--- config.mk ---
export PLATFORM = sky130hd
export DESIGN_NAME = tensor_roll_address_generator
export DESIGN_NICKNAME = d
export VERILOG_FILES = /design/src/rtl/trag_pkg.sv /design/src/rtl/tensor_roll_address_generator.sv /design/src/rtl/trag_axis.sv
export SDC_FILE = /design/constraint.sdc
export NUM_CORES = 2
export LEC_CHECK = 0
export BUFFER_PORTS_ARGS = -buffer_cell sky130_fd_sc_hd__buf_4
export CORE_ASPECT_RATIO = 1.1
export CORE_MARGIN = 5
export CORE_UTILIZATION = 60
export DETAILED_ROUTE_END_ITERATION = 8
export PLACE_DENSITY = 0.88
export SLEW_MARGIN = 20
export SYNTH_ARGS = -nofsm -noshare
export SYNTH_HDL_FRONTEND = slang
export SYNTH_HIERARCHICAL = 1
export SYNTH_SLANG_ARGS = --single-unit
--- constraint.sdc ---
create_clock -name clk -period 30.6 [get_ports clk]
set_clock_uncertainty 0.1 [all_clocks]
set_input_delay 4.59 -clock clk [delete_from_list [all_inputs] [get_ports clk]]
set_output_delay 4.59 -clock clk [all_outputs]
set_load 0.01 [all_outputs]
--- src/rtl/trag_pkg.sv ---
package trag_pkg;

  localparam int OFFSET_W    = 48;
  localparam int SIZE_REG_W  = 13;
  localparam int SHIFT_REG_W = 12;
  localparam int CFG_DATA_W  = 13;

  typedef logic [OFFSET_W-1:0] offset_t;

  typedef struct packed {
    logic load;
    logic advance;
  } axis_ctrl_t;

endpackage

--- src/rtl/tensor_roll_address_generator.sv ---
// channel  | handshake                | payload
// ---------+--------------------------+------------------------------------------
// in       | in_valid / in_ready      | value_in
// out      | out_valid / out_ready    | value_out, dest_offset, last_of_tensor,
//          |                          | shift_error
// cfg      | cfg_we                   | cfg_index, cfg_data
//
// One item per cycle while in_ready is high; each item appears on out in the cycle after it is accepted.
// Per-axis offset terms are kept up to date incrementally, so the output
// register only sees one MAX_DIMS-way 48-bit add.
// After rst and after every in-range register write, strides are rebuilt by
// shared 48x13 multipliers, one axis per cycle; in_ready stays low meanwhile.
// in_ready also drops while a result waits with out_ready low.
module tensor_roll_address_generator #(
  parameter int MAX_DIMS  = 4,
  parameter int DIM_BITS  = 12,
  parameter int DATA_BITS = 64
) (
  input  logic                                          clk,
  input  logic                                          rst,
  input  logic                                          cfg_we,
  input  logic [$clog2(2*MAX_DIMS)-1:0]                 cfg_index,
  input  logic [trag_pkg::CFG_DATA_W-1:0]               cfg_data,
  input  logic                                          in_valid,
  output logic                                          in_ready,
  input  logic [DATA_BITS-1:0]                          value_in,
  output logic                                          out_valid,
  input  logic                                          out_ready,
  output logic [DATA_BITS-1:0]                          value_out,
  output trag_pkg::offset_t                             dest_offset,
  output logic                                          last_of_tensor,
  output logic                                          shift_error
);
  import trag_pkg::*;

  localparam int CFG_IDX_W = $clog2(2*MAX_DIMS);
  localparam int SIZE_W    = DIM_BITS + 1;
  localparam int IDX_W     = ((DIM_BITS > SHIFT_REG_W) ? DIM_BITS : SHIFT_REG_W) + 1;
  localparam int CMP_W     = (SIZE_W > SIZE_REG_W) ? SIZE_W : SIZE_REG_W;
  localparam int STEP_W    = (MAX_DIMS > 1) ? $clog2(MAX_DIMS) : 1;
  localparam logic [CMP_W-1:0] MaxSize = CMP_W'(1) << DIM_BITS;

  logic [SIZE_REG_W-1:0]  size_reg  [MAX_DIMS];
  logic [SHIFT_REG_W-1:0] shift_reg [MAX_DIMS];
  logic [SIZE_W-1:0]      size_eff  [MAX_DIMS];
  logic [IDX_W-1:0]       base_idx  [MAX_DIMS];
  logic [MAX_DIMS-1:0]    bad;
  logic [MAX_DIMS-1:0]    wrap;
  logic [MAX_DIMS-1:0]    carry;
  offset_t                contrib   [MAX_DIMS];
  axis_ctrl_t             axis_ctrl [MAX_DIMS];

  logic                   cfg_hit;
  logic                   busy;
  logic [STEP_W-1:0]      step;
  offset_t                acc;
  logic [OFFSET_W+SIZE_W-1:0] mul_size;
  logic [OFFSET_W+IDX_W-1:0]  mul_base;
  offset_t                prod_size;
  offset_t                prod_base;
  offset_t                dropstep;
  offset_t                offset_sum;
  logic                   accept;

  assign cfg_hit = cfg_we && ({1'b0, cfg_index} < (CFG_IDX_W+1)'(2*MAX_DIMS));

  // configuration registers and derived per-axis values
  for (genvar i = 0; i < MAX_DIMS; i++) begin : g_cfg
    logic [CMP_W-1:0] sreg_ext;
    logic [CMP_W-1:0] eff_ext;
    logic [IDX_W-1:0] shift_ext;
    logic [IDX_W-1:0] size_ext;

    always_ff @(posedge clk) begin
      if (rst) begin
        size_reg[i]  <= SIZE_REG_W'(1);
        shift_reg[i] <= '0;
      end else if (cfg_we) begin
        if ({1'b0, cfg_index} == (CFG_IDX_W+1)'(i)) begin
          size_reg[i] <= cfg_data;
        end
        if ({1'b0, cfg_index} == (CFG_IDX_W+1)'(MAX_DIMS + i)) begin
          shift_reg[i] <= cfg_data[SHIFT_REG_W-1:0];
        end
      end
    end

    assign sreg_ext    = CMP_W'(size_reg[i]);
    assign eff_ext     = (sreg_ext == '0) ? CMP_W'(1)
                       : ((sreg_ext > MaxSize) ? MaxSize : sreg_ext);
    assign size_eff[i] = SIZE_W'(eff_ext);
    assign shift_ext   = IDX_W'(shift_reg[i]);
    assign size_ext    = IDX_W'(size_eff[i]);
    assign bad[i]      = (shift_ext >= size_ext);
    assign base_idx[i] = bad[i] ? (shift_ext - size_ext) : shift_ext;
  end

  // stride rebuild, innermost axis first
  assign mul_size  = acc * size_eff[step];
  assign mul_base  = acc * base_idx[step];
  assign prod_size = mul_size[OFFSET_W-1:0];
  assign prod_base = mul_base[OFFSET_W-1:0];
  assign dropstep  = acc - prod_size;

  always_ff @(posedge clk) begin
    if (rst || cfg_hit) begin
      busy <= 1'b1;
      step <= STEP_W'(MAX_DIMS - 1);
      acc  <= OFFSET_W'(1);
    end else if (busy) begin
      acc <= prod_size;
      if (step == '0) begin
        busy <= 1'b0;
      end else begin
        step <= step - STEP_W'(1);
      end
    end
  end

  // odometer carries
  assign in_ready = !busy && (!out_valid || out_ready);
  assign accept   = in_valid && in_ready;

  always_comb begin
    carry[MAX_DIMS-1] = 1'b1;
    for (int i = MAX_DIMS - 2; i >= 0; i--) begin
      carry[i] = carry[i+1] & wrap[i+1];
    end
  end

  for (genvar i = 0; i < MAX_DIMS; i++) begin : g_axis
    assign axis_ctrl[i].load    = busy && (step == STEP_W'(i));
    assign axis_ctrl[i].advance = accept && carry[i];

    trag_axis #(
      .DIM_BITS(DIM_BITS)
    ) u_axis (
      .clk          (clk),
      .ctrl         (axis_ctrl[i]),
      .size_eff     (size_eff[i]),
      .bad          (bad[i]),
      .base_idx     (base_idx[i]),
      .stride       (acc),
      .base_contrib (prod_base),
      .dropstep     (dropstep),
      .contrib      (contrib[i]),
      .wrap         (wrap[i])
    );
  end

  always_comb begin
    offset_sum = '0;
    for (int i = 0; i < MAX_DIMS; i++) begin
      offset_sum = offset_sum + contrib[i];
    end
  end

  // result register
  always_ff @(posedge clk) begin
    if (rst) begin
      out_valid <= 1'b0;
    end else if (accept) begin
      out_valid <= 1'b1;
    end else if (out_ready) begin
      out_valid <= 1'b0;
    end
  end

  always_ff @(posedge clk) begin
    if (accept) begin
      value_out      <= value_in;
      dest_offset    <= offset_sum;
      last_of_tensor <= carry[0] & wrap[0];
      shift_error    <= |bad;
    end
  end

endmodule

--- src/rtl/trag_axis.sv ---
module trag_axis #(
  parameter int DIM_BITS = 12
) (
  input  logic                                          clk,
  input  trag_pkg::axis_ctrl_t                          ctrl,
  input  logic [DIM_BITS:0]                             size_eff,
  input  logic                                          bad,
  input  logic [((DIM_BITS > trag_pkg::SHIFT_REG_W) ? DIM_BITS
                 : trag_pkg::SHIFT_REG_W):0]            base_idx,
  input  trag_pkg::offset_t                             stride,
  input  trag_pkg::offset_t                             base_contrib,
  input  trag_pkg::offset_t                             dropstep,
  output trag_pkg::offset_t                             contrib,
  output logic                                          wrap
);
  import trag_pkg::*;

  localparam int SIZE_W = DIM_BITS + 1;
  localparam int IDX_W  = ((DIM_BITS > SHIFT_REG_W) ? DIM_BITS : SHIFT_REG_W) + 1;

  logic [DIM_BITS-1:0] pos;
  logic [IDX_W-1:0]    idx;
  logic [IDX_W-1:0]    base_idx_r;
  offset_t             stride_r;
  offset_t             drop_r;
  offset_t             base_c_r;
  logic                at_top;

  assign wrap   = ({1'b0, pos} == (size_eff - SIZE_W'(1)));
  assign at_top = !bad && (idx == (IDX_W'(size_eff) - IDX_W'(1)));

  always_ff @(posedge clk) begin
    if (ctrl.load) begin
      pos        <= '0;
      idx        <= base_idx;
      contrib    <= base_contrib;
      base_idx_r <= base_idx;
      base_c_r   <= base_contrib;
      stride_r   <= stride;
      drop_r     <= dropstep;
    end else if (ctrl.advance) begin
      if (wrap) begin
        pos     <= '0;
        idx     <= base_idx_r;
        contrib <= base_c_r;
      end else begin
        pos <= pos + DIM_BITS'(1);
        if (at_top) begin
          idx     <= '0;
          contrib <= contrib + drop_r;
        end else begin
          idx     <= idx + IDX_W'(1);
          contrib <= contrib + stride_r;
        end
      end
    end
  end

endmodule

==> results.txt <==
The vertical extent of the die came out at 444 µm. The synthesized netlist occupies a cell area of 0.103 mm². The placement row count is 159.

Tracing the worst setup path back leads to its startpoint at size_reg[3][12]. The core region is 0.170 mm². The net count of the mapped netlist is 11900. The worst path uses 46.0% of the clock period. The min-delay analysis places its worst path in the category reg -> reg.

The clock net in this run drives a total of 1186 sinks. The number of buffers on the longest clock path is 3. The slowest stage of the critical path is the sky130_fd_sc_hd__nor2b_1 cell. The synthesized design contains 1086 enable-type register cells.

After synthesis, the share of flip-flops with an asynchronous set or reset is 0%. The required time at the endpoint of the critical path is 31.16 ns. The wire length per cell is 25.1 µm. The iteration count of the initial detailed-routing pass came out at 8. Buffers added to address setup during post-CTS repair amount to 0. The area added between synthesis and finish came out at 7.48%.

The largest driver fanout on the critical path is 42. Buffers placed on the I/O ports in this run total 200. After filler insertion, the fill cell instance count of the layout stands at 12800. The count of final max-slew check failures is 0. The final route contains 80500 vias.

The peak supply drop came out at 0.0000982 V. The end-of-flow core utilization came out at 64.8%. The run finished with clean final reports. The remaining antenna violation count after routing is 0. For hold timing, the worst endpoint is out_valid.

Summing all placed instances gives a cell area of 0.106 mm². The worst hold path was traced through 2 stages. The worst reg2reg path startpoint is size_reg[3][12].

Of the cells placed in the final design, the portion with a size suffix greater than 1 is 8.54%. TritonCTS built the clock tree. The worst path setup slack after routing is 16.54 ns. The depth of the CTS H-tree is 4.

The quantity of hold-fixing buffers added after cts came out at 0. The upper clock frequency limit came out at 0.0711 GHz. The total wire length came out at 318 mm.

For this run, the total global-route usage over all layers was measured as 35.0%. Setup slack on the worst reg-to-reg path comes out at 16.54 ns. The number of cells on the worst reg-to-reg path is 47. Once the clock tree was built, the resizer swapped 0 gates to a different size.

The total number of yosys warnings came out at 6. The post-synthesis instance total is 10300. Summed over all layers, the global routing overflow is 0. Across the run, the number of max-cap violations was 0. In this run the most critical hold path is launched from out_valid.

For this design the ratio of total power to cell area is 83.6 mW/mm². The worst setup path is captured at a flip-flop. Setup repair after global routing left no endpoint under its margin. The floorplan step defined a die boundary enclosing 0.180 mm². The number of top-level pins came out at 201. The slew at the pin closest to its max-slew limit is 1.22 ns. CTS placed an instance of sky130_fd_sc_hd__clkbuf_16 at the clock tree root. The largest incremental delay on the critical path is 1.06 ns. The number of design rule violations left after detail routing came out at 0. The final worst hold slack is 0.432 ns.

Clock latency on the worst-skew pair, taken at its later pin, is 0.81 ns. The share of synthesized area in the top cell type comes to 31.7%. The setup-violating endpoint count in the final report is 0. After detailed routing, the number of vias per cell comes to 6.36. The routability congestion estimate from global placement came out at 1.01. The cell area after layout came out at 0.110 mm². The number of buffers inserted during clock tree synthesis is 132. In this run, the number of DRC markers left after iteration 0 of detailed routing was 9248. The final sum of negative setup slack came out at 0 ns. The worst register-to-register path ends at g_axis[3].u_axis/contrib[43].

The number of antenna violations at the first check in global routing was 11. Among all flip-flop cells after synthesis, the most frequent one is sky130_fd_sc_hd__edfxtp_1. The first global-routing pass estimated 483 mm of wire. The number of nets at the end of the flow is 11800. The number of distinct library cell variants in the gate-level netlist after synthesis is 116. Entering global routing, the biggest net connects 82 pins.

Of all cell types, the one taking the most synthesized area is sky130_fd_sc_hd__edfxtp_1. Among the stages of the critical path, the cell type that occurs most often is sky130_fd_sc_hd__o21ai_0. The setup path with the least slack is of type reg -> reg.

Ranked by total cell area, the synthesized netlist is headed by sky130_fd_sc_hd__edfxtp_1 (32%), sky130_fd_sc_hd__fa_1 (19%), sky130_fd_sc_hd__ha_1 (5.6%). The count of endpoints failing hold in the final timing report came out at 0. After legalization and detailed placement, the total HPWL measured 235 mm. The average cell area after synthesis came out at 9.94 µm².

The worst setup path is launched from a flip-flop. The portion of the post-synthesis area used by sequential elements is 33.7%. The clock period minus final worst setup slack is 14.06 ns. The register clock-pin slew on the reported worst setup and hold paths came out at 0.06 ns. The register bit count reported by yosys came out at 1186. The setup slack at placement came out at 17.03 ns.

The number of global-route vias before repair came out at 82900. For the worst setup path, the data arrival time is 14.62 ns. The static leakage power is 46.3 nW. Measured against its own limit, the worst slew margin works out to 17.8%. The initial core utilization is 60.3%. The die is 405 µm wide.
## logic make-up after synthesis
logic type               Yosys count  synth area share (%)
AND/OR/NAND/NOR                 3400                  16.0
AO/OA/AOI/OAI                   1727                  10.9
buffers and inverters           1709                  6.53
adder cells (fa/ha/maj)         1447                  24.7
flip-flops                      1186                  33.7
XOR/XNOR                         621                  5.39
multiplexers                     254                  2.85
other                              1               0.00365
## worst max-delay path by stage
stage	to	slack, ns
detailed placement	g_axis[3].u_axis/contrib[43]	17.03
floorplan	g_axis[3].u_axis/contrib[43]	19.45
finish	g_axis[3].u_axis/contrib[43]	16.54
CTS	g_axis[3].u_axis/contrib[43]	16.97
global placement	g_axis[3].u_axis/contrib[43]	17.39
global route	g_axis[3].u_axis/contrib[43]	15.74
## final cells by class
type	count	area [µm²]	area share [%]
Sequential cell	1186	34600	31.3
Inverter	1203	4520	4.10
Multi-Input combinational cell	7450	61700	55.8
Tap cell	2254	2820	2.55
Clock inverter	76	838	0.759
Timing Repair Buffer	323	2460	2.22
Antenna cell	2	5.00	0.00453
Clock buffer	166	3550	3.21
## worst max-delay path: cells and delay by family (launching register included)
family,cells,cell delay (ns)
buf+inv,7,0.92
xor+xnor,1,0.65
compound gates,23,5.21
mux,1,0.43
flops,1,0.76
fa+ha+maj,7,3.17
simple gates,8,2.61
## per-layer routing
metal / up-vias / track usage (%) / part of all wire, %
met4: 6 / 17.9 / 6.0
li1: 34700 / - / -
met3: 1119 / 8.65 / 12
met1: 39400 / 44.6 / 36
met2: 5312 / 56.0 / 45
met5: - / 0 / 0.015
## cell usage in the layout, fill, tap and decap left out, types with 58 or more instances in the layout
master / count
sky130_fd_sc_hd__nand2_1: 1511
sky130_fd_sc_hd__inv_1: 1190
sky130_fd_sc_hd__edfxtp_1: 1086
sky130_fd_sc_hd__fa_1: 969
sky130_fd_sc_hd__and2_1: 509
sky130_fd_sc_hd__a21oi_1: 496
sky130_fd_sc_hd__ha_1: 463
sky130_fd_sc_hd__nor2_1: 459
sky130_fd_sc_hd__xnor2_1: 348
sky130_fd_sc_hd__o21ai_0: 338
sky130_fd_sc_hd__buf_4: 321
sky130_fd_sc_hd__xor2_1: 259
sky130_fd_sc_hd__a21o_1: 195
sky130_fd_sc_hd__mux2_2: 169
sky130_fd_sc_hd__nor2b_1: 166
sky130_fd_sc_hd__nand3_1: 137
sky130_fd_sc_hd__clkbuf_16: 136
sky130_fd_sc_hd__nor3_1: 121
sky130_fd_sc_hd__dfxtp_1: 85
sky130_fd_sc_hd__nand4_1: 84
sky130_fd_sc_hd__o21a_1: 79
sky130_fd_sc_hd__nand2b_1: 71
sky130_fd_sc_hd__mux2i_1: 71
sky130_fd_sc_hd__o21bai_1: 69
sky130_fd_sc_hd__a31oi_1: 65
sky130_fd_sc_hd__and3_1: 65
sky130_fd_sc_hd__a211oi_1: 58
## where the power goes
part	switching [mW]	internal (mW)
Combinational	3.23	1.70
Clock	0.711	0.920
Sequential	0.206	2.47
Total	4.15	5.09
## through the flow
stage,std cells,power (mW)
after floorplan,10300,5.82
after CTS,12700,9.08
final,12700,9.24
after global placement,12400,7.21
after detailed placement,12400,7.43
after global routing,12700,9.73
## synthesized netlist by cell type, drive strengths merged (14+ instances only)
library cell	instances
o21a	79
a221oi	24
fa	969
or2	26
nand3	138
o21bai	73
or4	14
a31oi	66
mux2	169
a2111oi	15
mux2i	71
o211ai	45
or3	40
edfxtp	1086
inv	1195
and3	66
o2111ai	14
dfxtp	100
maj3	15
a211o	16
xnor2	357
o31ai	17
o211a	19
nand2	1519
mux4	14
clkbuf	387
nor3b	30
xor2	259
buf	119
nor4	52
a21boi	20
nor2b	166
nand4	84
ha	463
nand2b	72
nor3	138
a32oi	15
and2	514
a21o	195
o22ai	19
nor2	463
and4	35
a21oi	500
o21ai	397
a211oi	66
Power figures use the tool's default switching activity.
